[src/knngf_pkg.sv]
// Shared types and constants for the k-nearest-neighbor gap filler.
package knngf_pkg;

	localparam int SAMPLE_W = 16;
	localparam int GAP_W    = 7;
	localparam int MODE_W   = 2;
	localparam int K_W      = 5;
	localparam int CFG_IDX_W = 1;
	localparam int CFG_W    = 5;

	localparam logic [MODE_W-1:0] MODE_LEFT  = 2'd0;
	localparam logic [MODE_W-1:0] MODE_RIGHT = 2'd1;
	localparam logic [MODE_W-1:0] MODE_FILL  = 2'd2;
	localparam logic [MODE_W-1:0] MODE_SPARE = 2'd3;

	localparam logic [CFG_IDX_W-1:0] REG_AVERAGE_KIND    = 1'd0;
	localparam logic [CFG_IDX_W-1:0] REG_NEIGHBOUR_COUNT = 1'd1;

	localparam logic [K_W-1:0] K_RESET = 5'd1;

	typedef struct packed {
		logic [MODE_W-1:0]          mode;
		logic signed [SAMPLE_W-1:0] sample_value;
		logic [GAP_W-1:0]           gap_length;
	} in_item_t;

	typedef struct packed {
		logic signed [SAMPLE_W-1:0] filled_sample;
		logic                       no_neighbours;
		logic                       last;
	} out_item_t;

	typedef enum logic [2:0] {
		ST_IDLE,
		ST_PICK,
		ST_MED,
		ST_DIVS,
		ST_DIV,
		ST_EMIT
	} state_t;

	typedef struct packed {
		logic load_left;
		logic load_right;
		logic start_fill;
		logic clear_ctx;
		logic pos_init;
		logic next_pos;
		logic pick;
		logic med_a;
		logic div_start;
		logic emit;
	} cmd_t;

	typedef struct packed {
		logic pick_go;
		logic n_zero;
		logic median;
		logic div_idle;
		logic pos_last;
		logic len_zero;
	} status_t;

endpackage

[src/knngf_ctrl.sv]
// Sequencer for context loads, neighbor picking, division and result beats.
module knngf_ctrl (
	input  logic                         clk,
	input  logic                         arst_n,
	input  logic                         in_valid,
	input  logic [knngf_pkg::MODE_W-1:0] in_mode,
	output logic                         in_ready,
	output logic                         out_valid,
	input  logic                         out_ready,
	input  knngf_pkg::status_t           status,
	output knngf_pkg::cmd_t              cmd
);

	knngf_pkg::state_t state_q, state_d;
	logic out_valid_q;
	logic slot_free;
	logic in_acc;

	assign in_ready  = (state_q == knngf_pkg::ST_IDLE);
	assign in_acc    = in_valid && in_ready;
	assign slot_free = !out_valid_q || out_ready;
	assign out_valid = out_valid_q;

	always_comb begin
		state_d = state_q;
		case (state_q)
			knngf_pkg::ST_IDLE: begin
				if (in_acc && in_mode == knngf_pkg::MODE_FILL && !status.len_zero)
					state_d = knngf_pkg::ST_PICK;
			end
			knngf_pkg::ST_PICK: begin
				if (!status.pick_go) begin
					if (status.n_zero)
						state_d = knngf_pkg::ST_EMIT;
					else if (status.median)
						state_d = knngf_pkg::ST_MED;
					else
						state_d = knngf_pkg::ST_DIVS;
				end
			end
			knngf_pkg::ST_MED:  state_d = knngf_pkg::ST_DIVS;
			knngf_pkg::ST_DIVS: state_d = knngf_pkg::ST_DIV;
			knngf_pkg::ST_DIV: begin
				if (status.div_idle)
					state_d = knngf_pkg::ST_EMIT;
			end
			knngf_pkg::ST_EMIT: begin
				if (slot_free)
					state_d = status.pos_last ? knngf_pkg::ST_IDLE : knngf_pkg::ST_PICK;
			end
			default: state_d = knngf_pkg::ST_IDLE;
		endcase
	end

	always_comb begin
		cmd = '0;
		case (state_q)
			knngf_pkg::ST_IDLE: begin
				if (in_acc) begin
					cmd.load_left  = (in_mode == knngf_pkg::MODE_LEFT);
					cmd.load_right = (in_mode == knngf_pkg::MODE_RIGHT);
					if (in_mode == knngf_pkg::MODE_FILL) begin
						cmd.start_fill = 1'b1;
						cmd.pos_init   = 1'b1;
						cmd.clear_ctx  = status.len_zero;
					end
				end
			end
			knngf_pkg::ST_PICK: cmd.pick = status.pick_go;
			knngf_pkg::ST_MED:  cmd.med_a = 1'b1;
			knngf_pkg::ST_DIVS: cmd.div_start = 1'b1;
			knngf_pkg::ST_DIV:  ;
			knngf_pkg::ST_EMIT: begin
				if (slot_free) begin
					cmd.emit      = 1'b1;
					cmd.clear_ctx = status.pos_last;
					cmd.next_pos  = !status.pos_last;
					cmd.pos_init  = !status.pos_last;
				end
			end
			default: ;
		endcase
	end

	always_ff @(posedge clk or negedge arst_n) begin
		if (!arst_n) begin
			state_q     <= knngf_pkg::ST_IDLE;
			out_valid_q <= 1'b0;
		end else begin
			state_q <= state_d;
			if (cmd.emit)
				out_valid_q <= 1'b1;
			else if (out_ready)
				out_valid_q <= 1'b0;
		end
	end

endmodule

[src/knngf_dp.sv]
// Context windows, neighbor picker, sorted pick buffer, serial divider, result register.
module knngf_dp #(
	parameter int MAX_K   = 16,
	parameter int MAX_GAP = 64
) (
	input  logic                            clk,
	input  logic                            arst_n,
	input  knngf_pkg::in_item_t             in_data,
	input  logic                            cfg_we,
	input  logic [knngf_pkg::CFG_IDX_W-1:0] cfg_index,
	input  logic [knngf_pkg::CFG_W-1:0]     cfg_data,
	input  knngf_pkg::cmd_t                 cmd,
	output knngf_pkg::status_t              status,
	output knngf_pkg::out_item_t            out_data
);

	localparam int SW   = knngf_pkg::SAMPLE_W;
	localparam int GW   = knngf_pkg::GAP_W;
	localparam int KW   = knngf_pkg::K_W;
	localparam int CW   = $clog2(MAX_K + 1);
	localparam int IW   = (MAX_K > 1) ? $clog2(MAX_K) : 1;
	localparam int PK   = 2 * MAX_K;
	localparam int NW   = $clog2(PK + 1);
	localparam int BW   = NW - 1;
	localparam int SUMW = SW + NW;
	localparam int DW   = GW + CW + 2;
	localparam int DCW  = $clog2(SUMW + 1);

	logic signed [SW-1:0] left_win_q [MAX_K];
	logic signed [SW-1:0] right_win_q [MAX_K];
	logic [CW-1:0] lc_q, rc_q, lu_q, ru_q;
	logic avg_kind_q;
	logic [KW-1:0] k_q;
	logic [GW-1:0] len_q, pos_q, len_sat;
	logic [KW-1:0] step_q;
	logic [NW-1:0] n_q;
	logic signed [SUMW-1:0] sum_q;
	logic signed [SW-1:0] buf_q [PK];
	logic signed [SW-1:0] med_a_q;

	logic [SUMW-1:0] quo_q;
	logic [NW-1:0] dvs_q, rem_q;
	logic [DCW-1:0] div_cnt_q;
	logic neg_q;

	logic left_ok, right_ok, take_right, pick_go;
	logic [DW-1:0] dist_r, dist_l;
	logic signed [SW-1:0] pick_val;
	logic [PK-1:0] gt;
	logic [BW-1:0] mid_idx, mid_lo_idx;
	logic signed [SUMW-1:0] dvd;
	logic [NW:0] trial;
	logic [SUMW-1:0] mag;
	logic signed [SUMW-1:0] quo_signed;

	assign len_sat = (in_data.gap_length > GW'(MAX_GAP)) ? GW'(MAX_GAP) : in_data.gap_length;

	assign left_ok  = lu_q < lc_q;
	assign right_ok = ru_q < rc_q;
	assign dist_r   = DW'(len_q) - DW'(pos_q) + DW'(ru_q);
	assign dist_l   = DW'(pos_q) + DW'(1) + DW'(lu_q);
	assign take_right = !left_ok || (right_ok && dist_r < dist_l);
	assign pick_go  = (step_q < k_q) && (left_ok || right_ok);
	assign pick_val = take_right ? right_win_q[ru_q[IW-1:0]] : left_win_q[lu_q[IW-1:0]];

	// slots at or past the fill point, or holding a larger value, move up
	always_comb begin
		for (int i = 0; i < PK; i++)
			gt[i] = (NW'(i) >= n_q) || (buf_q[i] > pick_val);
	end

	assign mid_idx    = n_q[NW-1:1];
	assign mid_lo_idx = mid_idx - BW'(1);

	always_comb begin
		if (avg_kind_q) begin
			if (n_q[0])
				dvd = SUMW'(med_a_q);
			else
				dvd = SUMW'(med_a_q) + SUMW'(buf_q[mid_lo_idx]);
		end else begin
			dvd = sum_q;
		end
	end

	assign mag   = dvd[SUMW-1] ? SUMW'(-dvd) : SUMW'(dvd);
	assign trial = {rem_q, quo_q[SUMW-1]};
	assign quo_signed = neg_q ? -$signed(quo_q) : $signed(quo_q);

	assign status.pick_go  = pick_go;
	assign status.n_zero   = (n_q == '0);
	assign status.median   = avg_kind_q;
	assign status.div_idle = (div_cnt_q == '0);
	assign status.pos_last = (pos_q + GW'(1) == len_q);
	assign status.len_zero = (in_data.gap_length == '0);

	always_ff @(posedge clk or negedge arst_n) begin
		if (!arst_n) begin
			avg_kind_q <= 1'b0;
			k_q        <= knngf_pkg::K_RESET;
			lc_q       <= '0;
			rc_q       <= '0;
			div_cnt_q  <= '0;
		end else begin
			if (cfg_we) begin
				case (cfg_index)
					knngf_pkg::REG_AVERAGE_KIND:    avg_kind_q <= cfg_data[0];
					knngf_pkg::REG_NEIGHBOUR_COUNT: k_q <= cfg_data[KW-1:0];
					default: ;
				endcase
			end
			if (cmd.clear_ctx) begin
				lc_q <= '0;
				rc_q <= '0;
			end else begin
				if (cmd.load_left && lc_q < CW'(MAX_K))
					lc_q <= lc_q + CW'(1);
				if (cmd.load_right && rc_q < CW'(MAX_K))
					rc_q <= rc_q + CW'(1);
			end
			// the median at most halves, so it skips the serial steps
			if (cmd.div_start)
				div_cnt_q <= avg_kind_q ? '0 : DCW'(SUMW);
			else if (div_cnt_q != '0)
				div_cnt_q <= div_cnt_q - DCW'(1);
		end
	end

	always_ff @(posedge clk) begin
		if (cmd.load_left) begin
			for (int i = MAX_K - 1; i > 0; i--)
				left_win_q[i] <= left_win_q[i-1];
			left_win_q[0] <= in_data.sample_value;
		end
		if (cmd.load_right && rc_q < CW'(MAX_K))
			right_win_q[rc_q[IW-1:0]] <= in_data.sample_value;

		if (cmd.start_fill) begin
			len_q <= len_sat;
			pos_q <= '0;
		end else if (cmd.next_pos) begin
			pos_q <= pos_q + GW'(1);
		end

		if (cmd.pos_init) begin
			lu_q   <= '0;
			ru_q   <= '0;
			n_q    <= '0;
			step_q <= '0;
			sum_q  <= '0;
		end else if (cmd.pick) begin
			if (take_right)
				ru_q <= ru_q + CW'(1);
			else
				lu_q <= lu_q + CW'(1);
			n_q    <= n_q + NW'(1);
			step_q <= step_q + KW'(1);
			sum_q  <= sum_q + SUMW'(pick_val);
			for (int i = 0; i < PK; i++) begin
				if (gt[i])
					buf_q[i] <= (i > 0 && gt[(i > 0) ? i - 1 : 0]) ?
						buf_q[(i > 0) ? i - 1 : 0] : pick_val;
			end
		end

		if (cmd.med_a)
			med_a_q <= buf_q[mid_idx];

		// sign and magnitude; mean: restoring division, one quotient bit a cycle;
		// median: magnitude halved for an even count
		if (cmd.div_start) begin
			neg_q <= dvd[SUMW-1];
			rem_q <= '0;
			dvs_q <= n_q;
			if (avg_kind_q)
				quo_q <= n_q[0] ? mag : (mag >> 1);
			else
				quo_q <= mag;
		end else if (div_cnt_q != '0) begin
			if (trial >= {1'b0, dvs_q}) begin
				rem_q <= NW'(trial - {1'b0, dvs_q});
				quo_q <= {quo_q[SUMW-2:0], 1'b1};
			end else begin
				rem_q <= trial[NW-1:0];
				quo_q <= {quo_q[SUMW-2:0], 1'b0};
			end
		end

		if (cmd.emit) begin
			out_data.filled_sample <= (n_q == '0) ? '0 : quo_signed[SW-1:0];
			out_data.no_neighbours <= (n_q == '0);
			out_data.last          <= (pos_q + GW'(1) == len_q);
		end
	end

endmodule

[src/knn_gap_fill_mean_median.sv]
// Top level of the k-nearest-neighbor gap filler (mean or median).
//
// Input channel (in_valid/in_ready, in_data): a left or right beat stores one
// context sample as it is accepted, so context beats can follow back to back.
// A fill beat with gap length L (capped at MAX_GAP) produces that many result
// beats on the output channel (out_valid/out_ready), one per gap position, with
// last set on the final one; the context is cleared after the fill. Per
// position the block picks n neighbors (n = k, or fewer when the context runs
// short) one at a time, then for the mean runs a serial restoring divide.
// The median reads the sorted pick buffer and halves only for an even count.
// With no neighbors the result is zero, flagged, and no divide is run.
// in_ready is high only between items: a fill holds it low until its final
// result is loaded into the output register.
// If the receiver stalls, the finished beat waits in the output register and
// the block holds before loading the next one. The next input item can be
// accepted while the final result still waits.
// The user writes configuration (cfg_we, cfg_index, cfg_data) between items;
// the block does not enforce this. Reset clears the context counts, sets mean
// mode and k = 1, and drops any pending result beat.
module knn_gap_fill_mean_median #(
	parameter int MAX_K   = 16,
	parameter int MAX_GAP = 64
) (
	input  logic                            clk,
	input  logic                            arst_n,
	input  logic                            in_valid,
	output logic                            in_ready,
	input  knngf_pkg::in_item_t             in_data,
	output logic                            out_valid,
	input  logic                            out_ready,
	output knngf_pkg::out_item_t            out_data,
	input  logic                            cfg_we,
	input  logic [knngf_pkg::CFG_IDX_W-1:0] cfg_index,
	input  logic [knngf_pkg::CFG_W-1:0]     cfg_data
);

	knngf_pkg::cmd_t    cmd;
	knngf_pkg::status_t status;

	knngf_ctrl u_ctrl (
		.clk       (clk),
		.arst_n    (arst_n),
		.in_valid  (in_valid),
		.in_mode   (in_data.mode),
		.in_ready  (in_ready),
		.out_valid (out_valid),
		.out_ready (out_ready),
		.status    (status),
		.cmd       (cmd)
	);

	knngf_dp #(
		.MAX_K   (MAX_K),
		.MAX_GAP (MAX_GAP)
	) u_dp (
		.clk       (clk),
		.arst_n    (arst_n),
		.in_data   (in_data),
		.cfg_we    (cfg_we),
		.cfg_index (cfg_index),
		.cfg_data  (cfg_data),
		.cmd       (cmd),
		.status    (status),
		.out_data  (out_data)
	);

endmodule

[config.mk]
export PLATFORM = sky130hd
export DESIGN_NAME = knn_gap_fill_mean_median
export DESIGN_NICKNAME = d
export VERILOG_FILES = /design/src/knngf_pkg.sv /design/src/knngf_ctrl.sv /design/src/knngf_dp.sv /design/src/knn_gap_fill_mean_median.sv
export SDC_FILE = /design/constraint.sdc
export NUM_CORES = 2
export LEC_CHECK = 0
export ABC_AREA = 1
export BUFFER_PORTS_ARGS = -buffer_cell sky130_fd_sc_hd__buf_2
export CAP_MARGIN = 20
export CORE_UTILIZATION = 25
export DETAILED_ROUTE_END_ITERATION = 7
export GPL_ROUTABILITY_DRIVEN = 0
export PLACE_DENSITY = 0.37
export SYNTH_ARGS = -nofsm -noshare
export SYNTH_HDL_FRONTEND = slang
export SYNTH_HIERARCHICAL = 1
export SYNTH_SLANG_ARGS = --single-unit
export TNS_END_PERCENT = 5
[constraint.sdc]
create_clock -name clk -period 48.7 [get_ports clk]
set_clock_uncertainty 0.15 [all_clocks]
set_input_delay 4.87 -clock clk [delete_from_list [all_inputs] [get_ports clk]]
set_output_delay 4.87 -clock clk [all_outputs]
set_load 0.02 [all_outputs]
==> summary.txt <==
status - complete, no violations
starting density of the core - 25.2%
Clock Sinks - 1183
Worst Path Max Fanout - 47
#FFs+latches synth - 1183
Max Fclk - 112 MHz
period utilisation layout - 18.3%
Die Wd - 547 um
Port-buffer cells - 55
Critical Path RT - 49100 ps
EDFF count, synth - 1094
clock-pin slew on the worst setup and hold paths - 60 ps
io pins - 56
Post-CTS Resized - 0
Syn Std Cell Area - 74200 um2
syn nets - 9051
initial antenna violation count - 16
global route total overflow - 0
Max clock buf depth - 4
cell mode on critical path - nand2_1
sequential fraction of the synthesis area - 46.9%
Primary FF master, synth - edfxtp_1
hpwl dp - 230000 um
post-DR wirelength/cell - 26.8 um
fraction of layout instances using a drive strength above 1 - 7.86%
RSZ-0062 raised after global routing - no
FP Rows - 199
Worst-Skew Late Latency - 860 ps
first drt pass iteration count - 8
syn_area_per_cell - 8.77 um2
most common cell after layout, fill and taps aside - nand2_1
WL final - 334000 um
Iteration-0 DRC Markers - 6507
vias in the first global route - 61300
clock buffer count from CTS - 161
Hold Path Origin - u_dp/left_win_q[2][11]
CP max stage cell - o311ai_1
WS Path Type - register to register
CTS Root Cell - clkbuf_16
worst slew pin tran - 1360 ps
# fillers - 31100
Ys Warns - 6
kind of start point of the critical path - register
largest net degree at the start of global routing - 174
fin. max-slew vios - 0
CP max stage delay - 990 ps
critical path buffer and inverter count - 5
commonest non-fill, non-tap cells in the layout - nand2_1 (1626), edfxtp_1 (1094), o21ai_0 (829), inv_1 (746), a21oi_1 (739)
nature of the critical path endpoint - register
critical path data arrival time - 9300 ps
Post-Syn Instances - 8460
Setup TNS Final - 0 ps
Post-CTS Hold Fix Bufs - 0
Crit path max-delay family - compound AO/OA/AOI/OAI gates
die height - 547 um
worst hold path type - register to register
final setup fails - 0
library cells used by synthesis - 68
drt via density - 5.18
Layout area overhead - 13.6%
FFs w/ async S/R, synth - 2.11%
total track usage - 21.7%
global-route wire length before repair - 469000 um
ANT nets after route - 0
CORE AREA - 295000 um2
CTS H-tree lvls - 4
total die area - 299000 um2
TritonCTS clock tree - done
Vias - 64500
Nets - 9005
Setup Buffers After CTS - 0
DRC - 0
crit path launch - u_dp/n_q[2]
Final Critical Period - 8900 ps
Max-Cap Viols - 0
Hold Fails Final Rpt - 0
Slew headroom - 8.67%
Worst R2R Start - u_dp/n_q[2]
-- stage by stage --
step / cells / worst slack [ps] / cell area, um2 / util, % / hold slack [ps]
CTS: 12400 / 39920 / 84100 / 28.6 / 235
global route: 12400 / 39360 / 84200 / 28.6 / 241
global placement: 12200 / 40090 / 79200 / 26.9 / 273
finish: 12500 / 39800 / 84200 / 28.6 / 248
floorplan: 8460 / 23010 / 74200 / - / 256
detailed placement: 12200 / 39970 / 79300 / 26.9 / 277
-- sequential cells by signal, summed over array words and instances, names as in the netlist, 6 cells and up, named ones only --
signal,cells
u_dp/pos_q,7
u_dp/len_q,7
u_dp/right_win_q,256
u_dp/sum_q,22
u_dp/buf_q,512
u_dp/n_q,6
u_dp/rem_q,6
u_dp/med_a_q,16
u_dp/dvs_q,6
u_dp/out_data,18
u_dp/quo_q,22
u_dp/left_win_q,256
-- worst register-to-register path: stages, from the launching register on --
cell,delay [ps]
dfxtp_1,770
inv_1,380
ha_4,450
inv_4,300
buf_4,450
buf_4,680
a211oi_1,170
o311ai_1,990
nand2_1,420
o21ai_0,840
ha_1,430
a21oi_1,200
o21ai_0,120
nand2_1,80
nand4_1,170
nand3_1,120
nand2_1,70
nand2_1,90
nand2_1,60
nand2_1,100
nand2_1,170
nand2_1,530
inv_1,290
nor2_1,180
xor2_1,290
o221ai_1,150
-- synthesized netlist by cell type, drive strengths merged, types with 64 or more instances --
cell | count | area share, %
o211ai | 195 | 2.0
nand4 | 84 | 0.71
ha | 549 | 9.3
o21ai | 933 | 6.4
buf | 133 | 1.0
mux2i | 64 | 0.86
nor2 | 527 | 2.7
edfxtp | 1094 | 44
a211oi | 101 | 1.0
inv | 771 | 3.9
nor3 | 76 | 0.51
nand2 | 1679 | 8.7
a21oi | 742 | 5.0
dfxtp | 64 | 1.7
clkbuf | 359 | 1.8
nand3 | 614 | 4.2
-- final timing paths --
path                                          endpoint  slack (ps)  cells past startpoint
worst max-delay path                     u_dp/quo_q[5]       39800                     25
worst min-delay path            u_dp/left_win_q[3][11]         250                      0
worst max register to register           u_dp/quo_q[5]       39800                     25
worst min register to register  u_dp/left_win_q[3][11]         250                      0
max in group asynchronous            u_ctrl/state_q[2]       44020                      1
min in group asynchronous                 u_dp/rc_q[4]        3910                      1
-- cell families (layout without fill, tap and decap cells) --
| logic type | after synthesis | in the layout | synth area share, % |
|---|---|---|---|
| simple gates | 3006 | 3006 | 17.1 |
| compound gates | 2319 | 2319 | 18.2 |
| buf+inv | 1269 | 1337 | 6.78 |
| flops | 1183 | 1183 | 46.9 |
| fa+ha+maj | 555 | 555 | 9.42 |
| xor+xnor | 64 | 64 | 0.756 |
| mux | 64 | 64 | 0.864 |
| other cells | 0 | 5 | 0 |
-- cell type report --
cell class	count	area [um2]	share of cell area, %
diodes	5	12.5	0.0149
clock buffers	211	4370	5.19
clock inverters	66	494	0.587
inverters	777	2930	3.47
multi-input cells	6008	34700	41.2
flip-flops and latches	1183	34800	41.3
well taps	3919	4900	5.82
repair buffers	283	2060	2.45
-- per-layer routing --
layer	vias up	track usage (%)	share of wire [%]
met3	578	2.37	5.2
met4	8	11.2	5.6
met1	31700	28.7	44
met5	-	0	0.015
met2	2190	34.9	45
li1	30000	-	-
Power is left out: the tool's default activity adds up to more than one toggle a clock period on the data nets, which glitch-free logic cannot reach.
